===== src/sv/grapheme_cluster_boundary_detector_unit_assert.svh =====
// ----------------------------------------------------------------------------
// grapheme cluster boundary detector assertion macros
// shared concurrent check forms, clocked and reset-qualified
// ----------------------------------------------------------------------------
`ifndef GRAPHEME_CLUSTER_BOUNDARY_DETECTOR_UNIT_ASSERT_SVH
`define GRAPHEME_CLUSTER_BOUNDARY_DETECTOR_UNIT_ASSERT_SVH

// same-cycle implication
`define GCBD_ASSERT_SAME(label, clk, rst_n, ante, cons) \
    label: assert property (@(posedge clk) disable iff (!rst_n) (ante) |-> (cons)) \
        else $error("gcbd check failed: same-cycle implication");

// next-cycle implication
`define GCBD_ASSERT_NEXT(label, clk, rst_n, ante, cons) \
    label: assert property (@(posedge clk) disable iff (!rst_n) (ante) |=> (cons)) \
        else $error("gcbd check failed: next-cycle implication");

`endif


===== src/sv/gcbd_pkg.sv =====
`timescale 1ns / 1ps
// ----------------------------------------------------------------------------
// gcbd_pkg
// types, categories and limits of the grapheme cluster boundary detector
// ----------------------------------------------------------------------------
package gcbd_pkg;

    localparam int CLUSTER_COUNT_MAX = 255;
    localparam int POINTS_W          = 8;
    localparam int BYTES_W           = 10;
    localparam int CAT_W             = 4;
    localparam int SRC_BYTES_W       = 3;

    localparam int POINTS_LIMIT_INT = (CLUSTER_COUNT_MAX > 255) ? 255 : CLUSTER_COUNT_MAX;
    localparam logic [POINTS_W-1:0] POINTS_LIMIT = POINTS_LIMIT_INT[POINTS_W-1:0];
    localparam logic [BYTES_W-1:0]  BYTES_LIMIT  = {BYTES_W{1'b1}};

    localparam logic [CAT_W-1:0] CAT_OTHER   = 4'd0;
    localparam logic [CAT_W-1:0] CAT_CR      = 4'd1;
    localparam logic [CAT_W-1:0] CAT_LF      = 4'd2;
    localparam logic [CAT_W-1:0] CAT_CONTROL = 4'd3;
    localparam logic [CAT_W-1:0] CAT_EXTEND  = 4'd4;
    localparam logic [CAT_W-1:0] CAT_ZWJ     = 4'd5;
    localparam logic [CAT_W-1:0] CAT_RI      = 4'd6;
    localparam logic [CAT_W-1:0] CAT_PREPEND = 4'd7;
    localparam logic [CAT_W-1:0] CAT_SPACING = 4'd8;
    localparam logic [CAT_W-1:0] CAT_L       = 4'd9;
    localparam logic [CAT_W-1:0] CAT_V       = 4'd10;
    localparam logic [CAT_W-1:0] CAT_T       = 4'd11;
    localparam logic [CAT_W-1:0] CAT_LV      = 4'd12;
    localparam logic [CAT_W-1:0] CAT_LVT     = 4'd13;

    typedef struct packed {
        logic                   text_start;
        logic [CAT_W-1:0]       break_category;
        logic                   ext_pictographic;
        logic [SRC_BYTES_W-1:0] source_bytes;
        logic                   code_valid;
    } t_gcbd_item;

    typedef struct packed {
        logic                boundary_before;
        logic [POINTS_W-1:0] cluster_points;
        logic [BYTES_W-1:0]  cluster_bytes;
        logic                decode_error;
    } t_gcbd_result;

    typedef struct packed {
        logic                have_previous;
        logic [CAT_W-1:0]    previous_category;
        logic                previous_pictographic;
        logic                emoji_seq_state;
        logic                regional_parity;
        logic [POINTS_W-1:0] point_count;
        logic [BYTES_W-1:0]  byte_count;
    } t_gcbd_state;

    localparam t_gcbd_state GCBD_STATE_RESET = '0;

endpackage


===== src/sv/gcbd_rules.sv =====
`timescale 1ns / 1ps
// ----------------------------------------------------------------------------
// gcbd_rules
// boundary rules gb1..gb13 and cluster count update for one code point
// ----------------------------------------------------------------------------
module gcbd_rules (
    input  gcbd_pkg::t_gcbd_item   i_item,
    input  gcbd_pkg::t_gcbd_state  i_state,
    output gcbd_pkg::t_gcbd_result o_result,
    output gcbd_pkg::t_gcbd_state  o_state
);
    import gcbd_pkg::*;

    logic [CAT_W-1:0]    left;
    logic [CAT_W-1:0]    cat;
    logic                emo;
    logic                par;
    logic                gb11;
    logic                brk;
    logic                left_ctl;
    logic                cat_ctl;
    logic [POINTS_W-1:0] pts_base;
    logic [BYTES_W-1:0]  bytes_base;
    logic [POINTS_W:0]   pts_sum;
    logic [BYTES_W:0]    bytes_sum;
    logic [POINTS_W-1:0] pts_sat;
    logic [BYTES_W-1:0]  bytes_sat;

    assign left     = i_state.previous_category;
    assign cat      = i_item.break_category;
    assign left_ctl = (left == CAT_CR) || (left == CAT_LF) || (left == CAT_CONTROL);
    assign cat_ctl  = (cat == CAT_CR) || (cat == CAT_LF) || (cat == CAT_CONTROL);

    // emoji zwj detector advances over the left point
    always_comb begin
        emo  = i_state.emoji_seq_state;
        gb11 = 1'b0;
        if (!i_state.emoji_seq_state) begin
            emo = i_state.previous_pictographic;
        end else if (left == CAT_ZWJ) begin
            emo  = 1'b0;
            gb11 = 1'b1;
        end else if (left != CAT_EXTEND) begin
            emo = i_state.previous_pictographic;
        end
    end

    assign par = (left == CAT_RI) ? ~i_state.regional_parity : 1'b0;

    always_comb begin
        if (i_item.text_start || !i_state.have_previous) begin
            brk = 1'b1;
        end else if (left == CAT_CR && cat == CAT_LF) begin
            brk = 1'b0;
        end else if (left_ctl || cat_ctl) begin
            brk = 1'b1;
        end else if (left == CAT_L && (cat == CAT_L || cat == CAT_V ||
                                       cat == CAT_LV || cat == CAT_LVT)) begin
            brk = 1'b0;
        end else if ((left == CAT_LV || left == CAT_V) && (cat == CAT_V || cat == CAT_T)) begin
            brk = 1'b0;
        end else if ((left == CAT_LVT || left == CAT_T) && cat == CAT_T) begin
            brk = 1'b0;
        end else if (cat == CAT_EXTEND || cat == CAT_ZWJ || cat == CAT_SPACING) begin
            brk = 1'b0;
        end else if (left == CAT_PREPEND) begin
            brk = 1'b0;
        end else if (gb11 && i_item.ext_pictographic) begin
            brk = 1'b0;
        end else if (left == CAT_RI && cat == CAT_RI && par) begin
            brk = 1'b0;
        end else begin
            brk = 1'b1;
        end
    end

    assign pts_base   = brk ? '0 : i_state.point_count;
    assign bytes_base = brk ? '0 : i_state.byte_count;
    assign pts_sum    = {1'b0, pts_base} + {{POINTS_W{1'b0}}, 1'b1};
    assign bytes_sum  = {1'b0, bytes_base} + {{(BYTES_W-SRC_BYTES_W+1){1'b0}}, i_item.source_bytes};
    assign pts_sat    = (pts_sum > {1'b0, POINTS_LIMIT}) ? POINTS_LIMIT : pts_sum[POINTS_W-1:0];
    assign bytes_sat  = (bytes_sum > {1'b0, BYTES_LIMIT}) ? BYTES_LIMIT : bytes_sum[BYTES_W-1:0];

    always_comb begin
        if (!i_item.code_valid) begin
            o_state                  = GCBD_STATE_RESET;
            o_result.boundary_before = 1'b1;
            o_result.cluster_points  = '0;
            o_result.cluster_bytes   = '0;
            o_result.decode_error    = 1'b1;
        end else begin
            o_state.have_previous         = 1'b1;
            o_state.previous_category     = cat;
            o_state.previous_pictographic = i_item.ext_pictographic;
            o_state.emoji_seq_state       = brk ? 1'b0 : emo;
            o_state.regional_parity       = brk ? 1'b0 : par;
            o_state.point_count           = pts_sat;
            o_state.byte_count            = bytes_sat;
            o_result.boundary_before      = brk;
            o_result.cluster_points       = pts_sat;
            o_result.cluster_bytes        = bytes_sat;
            o_result.decode_error         = 1'b0;
        end
    end

endmodule


===== src/sv/grapheme_cluster_boundary_detector_unit.sv =====
`timescale 1ns / 1ps
// ----------------------------------------------------------------------------
// grapheme_cluster_boundary_detector_unit
// extended grapheme cluster boundary detection over a code point stream
// ----------------------------------------------------------------------------
// path: input beat to result beat through the input register, then the result register
// throughput: one code point per cycle unless i_m_tready stalls; state loop is one register
// reset: synchronous active low, clears both valid flags and the cluster state
// a stalled result register holds the input register, which still takes one beat
`include "grapheme_cluster_boundary_detector_unit_assert.svh"

module grapheme_cluster_boundary_detector_unit (
    input  logic        i_clk,
    input  logic        i_rst_n,
    input  logic        i_s_tvalid,
    output logic        o_s_tready,
    input  logic [7:0]  i_s_tdata,  // break_category[3:0], ext_pictographic[4], source_bytes[7:5]
    input  logic [1:0]  i_s_tuser,  // text_start[0], code_valid[1]
    output logic        o_m_tvalid,
    input  logic        i_m_tready,
    output logic [23:0] o_m_tdata,  // cluster_points[7:0], cluster_bytes[17:8], zero[23:18]
    output logic [1:0]  o_m_tuser   // boundary_before[0], decode_error[1]
);
    import gcbd_pkg::*;

    logic         r_in_valid;
    t_gcbd_item   r_in;
    logic         r_out_valid;
    t_gcbd_result r_out;
    t_gcbd_state  r_state;
    t_gcbd_state  n_state;
    t_gcbd_result n_out;
    t_gcbd_item   in_item;
    logic         advance;

    assign in_item.break_category   = i_s_tdata[3:0];
    assign in_item.ext_pictographic = i_s_tdata[4];
    assign in_item.source_bytes     = i_s_tdata[7:5];
    assign in_item.text_start       = i_s_tuser[0];
    assign in_item.code_valid       = i_s_tuser[1];

    // move the held beat into the result register when that slot is free
    assign advance    = r_in_valid && (!r_out_valid || i_m_tready);
    assign o_s_tready = !r_in_valid || advance;

    gcbd_rules u_rules (
        .i_item   (r_in),
        .i_state  (r_state),
        .o_result (n_out),
        .o_state  (n_state)
    );

    always_ff @(posedge i_clk) begin
        if (!i_rst_n) begin
            r_in_valid  <= 1'b0;
            r_out_valid <= 1'b0;
            r_state     <= GCBD_STATE_RESET;
        end else begin
            if (o_s_tready) begin
                r_in_valid <= i_s_tvalid;
            end
            if (advance) begin
                r_out_valid <= 1'b1;
                r_state     <= n_state;
            end else if (i_m_tready) begin
                r_out_valid <= 1'b0;
            end
        end
    end

    always_ff @(posedge i_clk) begin
        if (o_s_tready && i_s_tvalid) begin
            r_in <= in_item;
        end
        if (advance) begin
            r_out <= n_out;
        end
    end

    assign o_m_tvalid = r_out_valid;
    assign o_m_tdata  = {6'd0, r_out.cluster_bytes, r_out.cluster_points};
    assign o_m_tuser  = {r_out.decode_error, r_out.boundary_before};

    `GCBD_ASSERT_SAME(a_error_clears, i_clk, i_rst_n, r_out_valid && r_out.decode_error, r_out.boundary_before && r_out.cluster_points == '0 && r_out.cluster_bytes == '0)
    `GCBD_ASSERT_SAME(a_points_nonzero, i_clk, i_rst_n, r_out_valid && !r_out.decode_error, r_out.cluster_points != '0)
    `GCBD_ASSERT_NEXT(a_invalid_drops_state, i_clk, i_rst_n, advance && !r_in.code_valid, !r_state.have_previous && r_state.point_count == '0)

endmodule


===== config.mk =====
export PLATFORM = sky130hd
export DESIGN_NAME = grapheme_cluster_boundary_detector_unit
export DESIGN_NICKNAME = d
export VERILOG_FILES = /design/src/sv/gcbd_pkg.sv /design/src/sv/gcbd_rules.sv /design/src/sv/grapheme_cluster_boundary_detector_unit.sv
export VERILOG_INCLUDE_DIRS = /design/src /design/src/sv
export SDC_FILE = /design/constraint.sdc
export NUM_CORES = 1
export LEC_CHECK = 0
export BUFFER_PORTS_ARGS = -buffer_cell sky130_fd_sc_hd__buf_2
export CORE_UTILIZATION = 50
export DETAILED_ROUTE_END_ITERATION = 12
export GPL_TIMING_DRIVEN = 0
export PLACE_DENSITY = 0.71
export SLEW_MARGIN = 20
export SYNTH_ARGS = -nofsm -noshare
export SYNTH_HDL_FRONTEND = slang
export SYNTH_SLANG_ARGS = --single-unit

===== constraint.sdc =====
create_clock -name i_clk -period 8.2 [get_ports i_clk]
set_input_delay 0.82 -clock i_clk [delete_from_list [all_inputs] [get_ports i_clk]]
set_output_delay 0.82 -clock i_clk [all_outputs]
set_load 0.005 [all_outputs]

==> key figures <==
Detailed routing
  – First-pass iteration count of the detailed router: 4
  – Number of DRC markers after the initial detailed-route iteration: 129
  – Via count of the routed design: 2,367
  – Final routed wirelength across all metal layers: 6220 um
  – Final antenna-violating net count: 0
  – WL per Instance: 14.6 um
  – Via/cell ratio: around 5.6
  – Residual DRC count: 0

STA
  – Final worst setup slack: 4.08 ns
  – Skew final: roughly 0.009 ns
  – Hold Slack: 0.462 ns
  – Final count of hold timing violations: 0
  – Time the final worst path needs with I/O delays and setup: 4.12 ns
  – Setup tns final: 0 ns
  – Peak clock frequency supported by timing: between 200 and 250 MHz
  – Slew at the pin closest to its max-slew limit: 0.725 ns
  – Max Transition Viols Final: 0
  – Unrepaired setup endpoints after global routing: no
  – Final setup violating endpoints: 0
  – Final worst path period share: 50.2%
  – Worst max-slew margin expressed relative to the limit: 51.7%

Clocking
  – Count of instances resized after the clock tree is built: 0
  – Post-CTS Setup Inserts: 0
  – CTS buffer count: 9
  – Clock transition at the registers of the reported paths: around 0.06 ns
  – Count of hold buffers inserted by post-cts repair: 0
  – Buffer depth of the longest clock path: 2
  – Number of levels the H-tree was split into: 3
  – Clk Tree Root Cell: sky130_fd_sc_hd__clkbuf_8
  – Worst-skew pair later-pin latency: 0.34 ns
  – TritonCTS clock tree: yes
  – TritonCTS Sinks: 58

Synthesis
  – Post-synthesis instance total: 298
  – Count of state elements after synthesis: 58
  – Sequential share of the synthesized area: 49.6%
  – Average footprint of a synthesized cell: 9.90 um2
  – EDFF count, synth: 30
  – Most used flip-flop cell after synthesis: sky130_fd_sc_hd__edfxtp_1
  – Area of the mapped netlist: around 0.003 mm2
  – Cell variety after synth: 59
  – Synth area leaders: sky130_fd_sc_hd__edfxtp_1 (31%), sky130_fd_sc_hd__dfxtp_1 (19%), sky130_fd_sc_hd__a21oi_1 (5.1%)
  – Synth area leader: sky130_fd_sc_hd__edfxtp_1
  – Fraction of registers with async set/reset: 0%
  – Cell types with the highest counts after synthesis: sky130_fd_sc_hd__a21oi_1 (30), sky130_fd_sc_hd__edfxtp_1 (30), sky130_fd_sc_hd__dfxtp_1 (28), sky130_fd_sc_hd__nand2_1 (24), sky130_fd_sc_hd__nor2_1 (23)
  – Count of synthesis-stage warnings from yosys: 0
  – Portion of synthesized cell area occupied by the leading cell type: 30.5%

Placement
  – Worst setup timing slack at the placement stage: around 4.1 ns
  – Detailed-placement wirelength estimate: about 4300 um
  – Routability cong.: between 0.8 and 0.9
  – Placed Instance Area: 0.00323 mm2
  – Count of buffers from port buffering: 35

Setup path
  – Category of the critical setup timing path: register to register
  – Type of origin of the critical path: register
  – Critical-path cell with the highest stage delay: sky130_fd_sc_hd__fa_1
  – Endpoint required time on the critical path: 8.45 ns
  – Highest cell delay on the worst timing path: 0.40 ns
  – Data arrival, critical path: 4.37 ns
  – Nature of the critical path endpoint: register
  – Cell-by-cell trace of the critical path: clkbuf_1 > a21oi_1 > a211oi_1 > a31oi_1 > a31oi_1 > buf_2 > buf_2 > and2_1 > ha_1 > inv_1 > fa_1 > nand2b_1 > a21oi_1 > nand4_1 > inv_1 > nand2_1 > a311oi_1
  – Highest fanout seen on the critical path: 10

Cells and area
  – Fraction of final layout cells with drive strength greater than 1: 21.2%
  – Post-layout net count: about 370
  – Layout overhead on the synthesized area: 15.4%
  – Number of diodes added for antenna fixing: 0
  – Total non-filler cell area in the finished layout: 0.00340 mm2

Power and ir drop
  – Power per standard cell area: 172 mW/mm2
  – Peak supply drop: 122 uV
  – Post-route total power: between 0.5 and 0.6 mW
  – Lkg Pwr: 1.28 nW

Worst hold path
  – Path type of the worst min-delay path: register to register

Die
  – Starting utilization of the core area: 52.6%
  – Placement row count: 27
  – Floorplan die area: 0.00621 mm2
  – Core area: 0.00561 mm2
  – Die Width: 78.8 um
  – IO Count: 42
  – Floorplan die height: between 70 and 80 um

GRT
  – Total global routing track utilization: 22.0%
  – Via count of the first global-routing pass: approximately 2,200
  – Initial antenna violation count: 0
  – Maximum number of pins on one net before global-route repair: 30
  – Global-route wire length before repair: around 10,000 um
  – Overflow left after global routing: 0

Outcome
  – Run status: finished, final reports clean

Run
  – Count of maximum capacitance violations: 0
-- power breakdown --
| group | internal, mW | leakage, nW | switching [mW] |
|---|---|---|---|
| logic | 0.0144 | 0.685 | 0.0233 |
| registers | 0.315 | 0.503 | 0.00512 |
| clock network | 0.115 | 0.0916 | 0.113 |
-- worst max-delay path: cells and delay by family (launching register included) --
family                   cells  cell delay [ns]
adder cells (fa/ha/maj)      2             0.56
AND/OR/NAND/NOR              4             0.80
flip-flops                   1             0.32
buffers and inverters        5             1.06
AO/OA/AOI/OAI                6             1.30
-- worst paths after layout --
path	startpoint	endpoint	slack, ns	depth (start not counted)
worst min-delay path	r_state[20]	r_state[20]	0.46	2
worst max-delay path	r_in[8]	r_state[1]	4.08	17
worst min register to register	r_state[20]	r_state[20]	0.46	2
worst max register to register	r_in[8]	r_state[1]	4.08	17
-- layer usage --
| metal | vias to the layer above | GRT usage [%] | routed length [um] |
|---|---|---|---|
| li1 | 1184 | - | - |
| met1 | 1114 | 26.0 | 2820 |
| met2 | 61 | 36.2 | 3070 |
| met3 | 8 | 7.59 | 268 |
| met4 | 0 | 9.26 | 71 |
| met5 | - | 0 | 0 |
-- metrics by stage --
stage               std cells  util [%]
CTS                       426      60.7
global placement          410      57.7
finish                    426      60.7
floorplan                 303         -
detailed placement        410      57.7
global route              426      60.7
-- area by class of cell --
type / instances / area [um2]
Fill cell: 531 / 2200
Sequential cell: 58 / 1460
Multi-Input combinational cell: 207 / 1330
Timing Repair Buffer: 35 / 175
Clock buffer: 10 / 138
Buffer: 25 / 130
Tap cell: 72 / 90.1
Inverter: 13 / 48.8
Clock inverter: 6 / 32.5
-- state kept, by name (all words and copies together), names as in the netlist --
signal,count
r_state,26
o_m_tdata,18
r_in,10
o_m_tuser,2
o_m_tvalid,1
r_in_valid,1
-- cell usage in the layout (no fill, tap or decap), types with 3 or more instances in the layout --
| cell type | count |
|---|---|
| sky130_fd_sc_hd__buf_2 | 39 |
| sky130_fd_sc_hd__a21oi_1 | 30 |
| sky130_fd_sc_hd__edfxtp_1 | 30 |
| sky130_fd_sc_hd__dfxtp_1 | 28 |
| sky130_fd_sc_hd__nand2_1 | 24 |
| sky130_fd_sc_hd__nor2_1 | 23 |
| sky130_fd_sc_hd__clkbuf_1 | 13 |
| sky130_fd_sc_hd__inv_1 | 12 |
| sky130_fd_sc_hd__nand3_1 | 12 |
| sky130_fd_sc_hd__clkbuf_8 | 10 |
| sky130_fd_sc_hd__o21ai_0 | 9 |
| sky130_fd_sc_hd__and2_1 | 9 |
| sky130_fd_sc_hd__and3_1 | 6 |
| sky130_fd_sc_hd__buf_4 | 6 |
| sky130_fd_sc_hd__conb_1 | 6 |
| sky130_fd_sc_hd__a31oi_1 | 5 |
| sky130_fd_sc_hd__xnor2_1 | 5 |
| sky130_fd_sc_hd__nand4_1 | 5 |
| sky130_fd_sc_hd__o21a_1 | 5 |
| sky130_fd_sc_hd__ha_1 | 5 |
| sky130_fd_sc_hd__clkinv_2 | 5 |
| sky130_fd_sc_hd__a311oi_1 | 4 |
| sky130_fd_sc_hd__a21o_1 | 4 |
| sky130_fd_sc_hd__nor2b_1 | 3 |
| sky130_fd_sc_hd__nand2b_1 | 3 |
| sky130_fd_sc_hd__xor2_1 | 3 |
| sky130_fd_sc_hd__and4_1 | 3 |
| sky130_fd_sc_hd__a211oi_1 | 3 |
| sky130_fd_sc_hd__nor3_1 | 3 |
| sky130_fd_sc_hd__o221a_2 | 3 |
-- kinds of logic after synthesis --
logic type      synth area share [%]
fa+ha+maj                       2.80
simple gates                    19.1
xor+xnor                        2.38
compound gates                  19.4
flops                           49.6
other cells                    0.127
mux                            0.679
buf+inv                         6.02
Note: power is estimated with default switching activity, not from simulation.
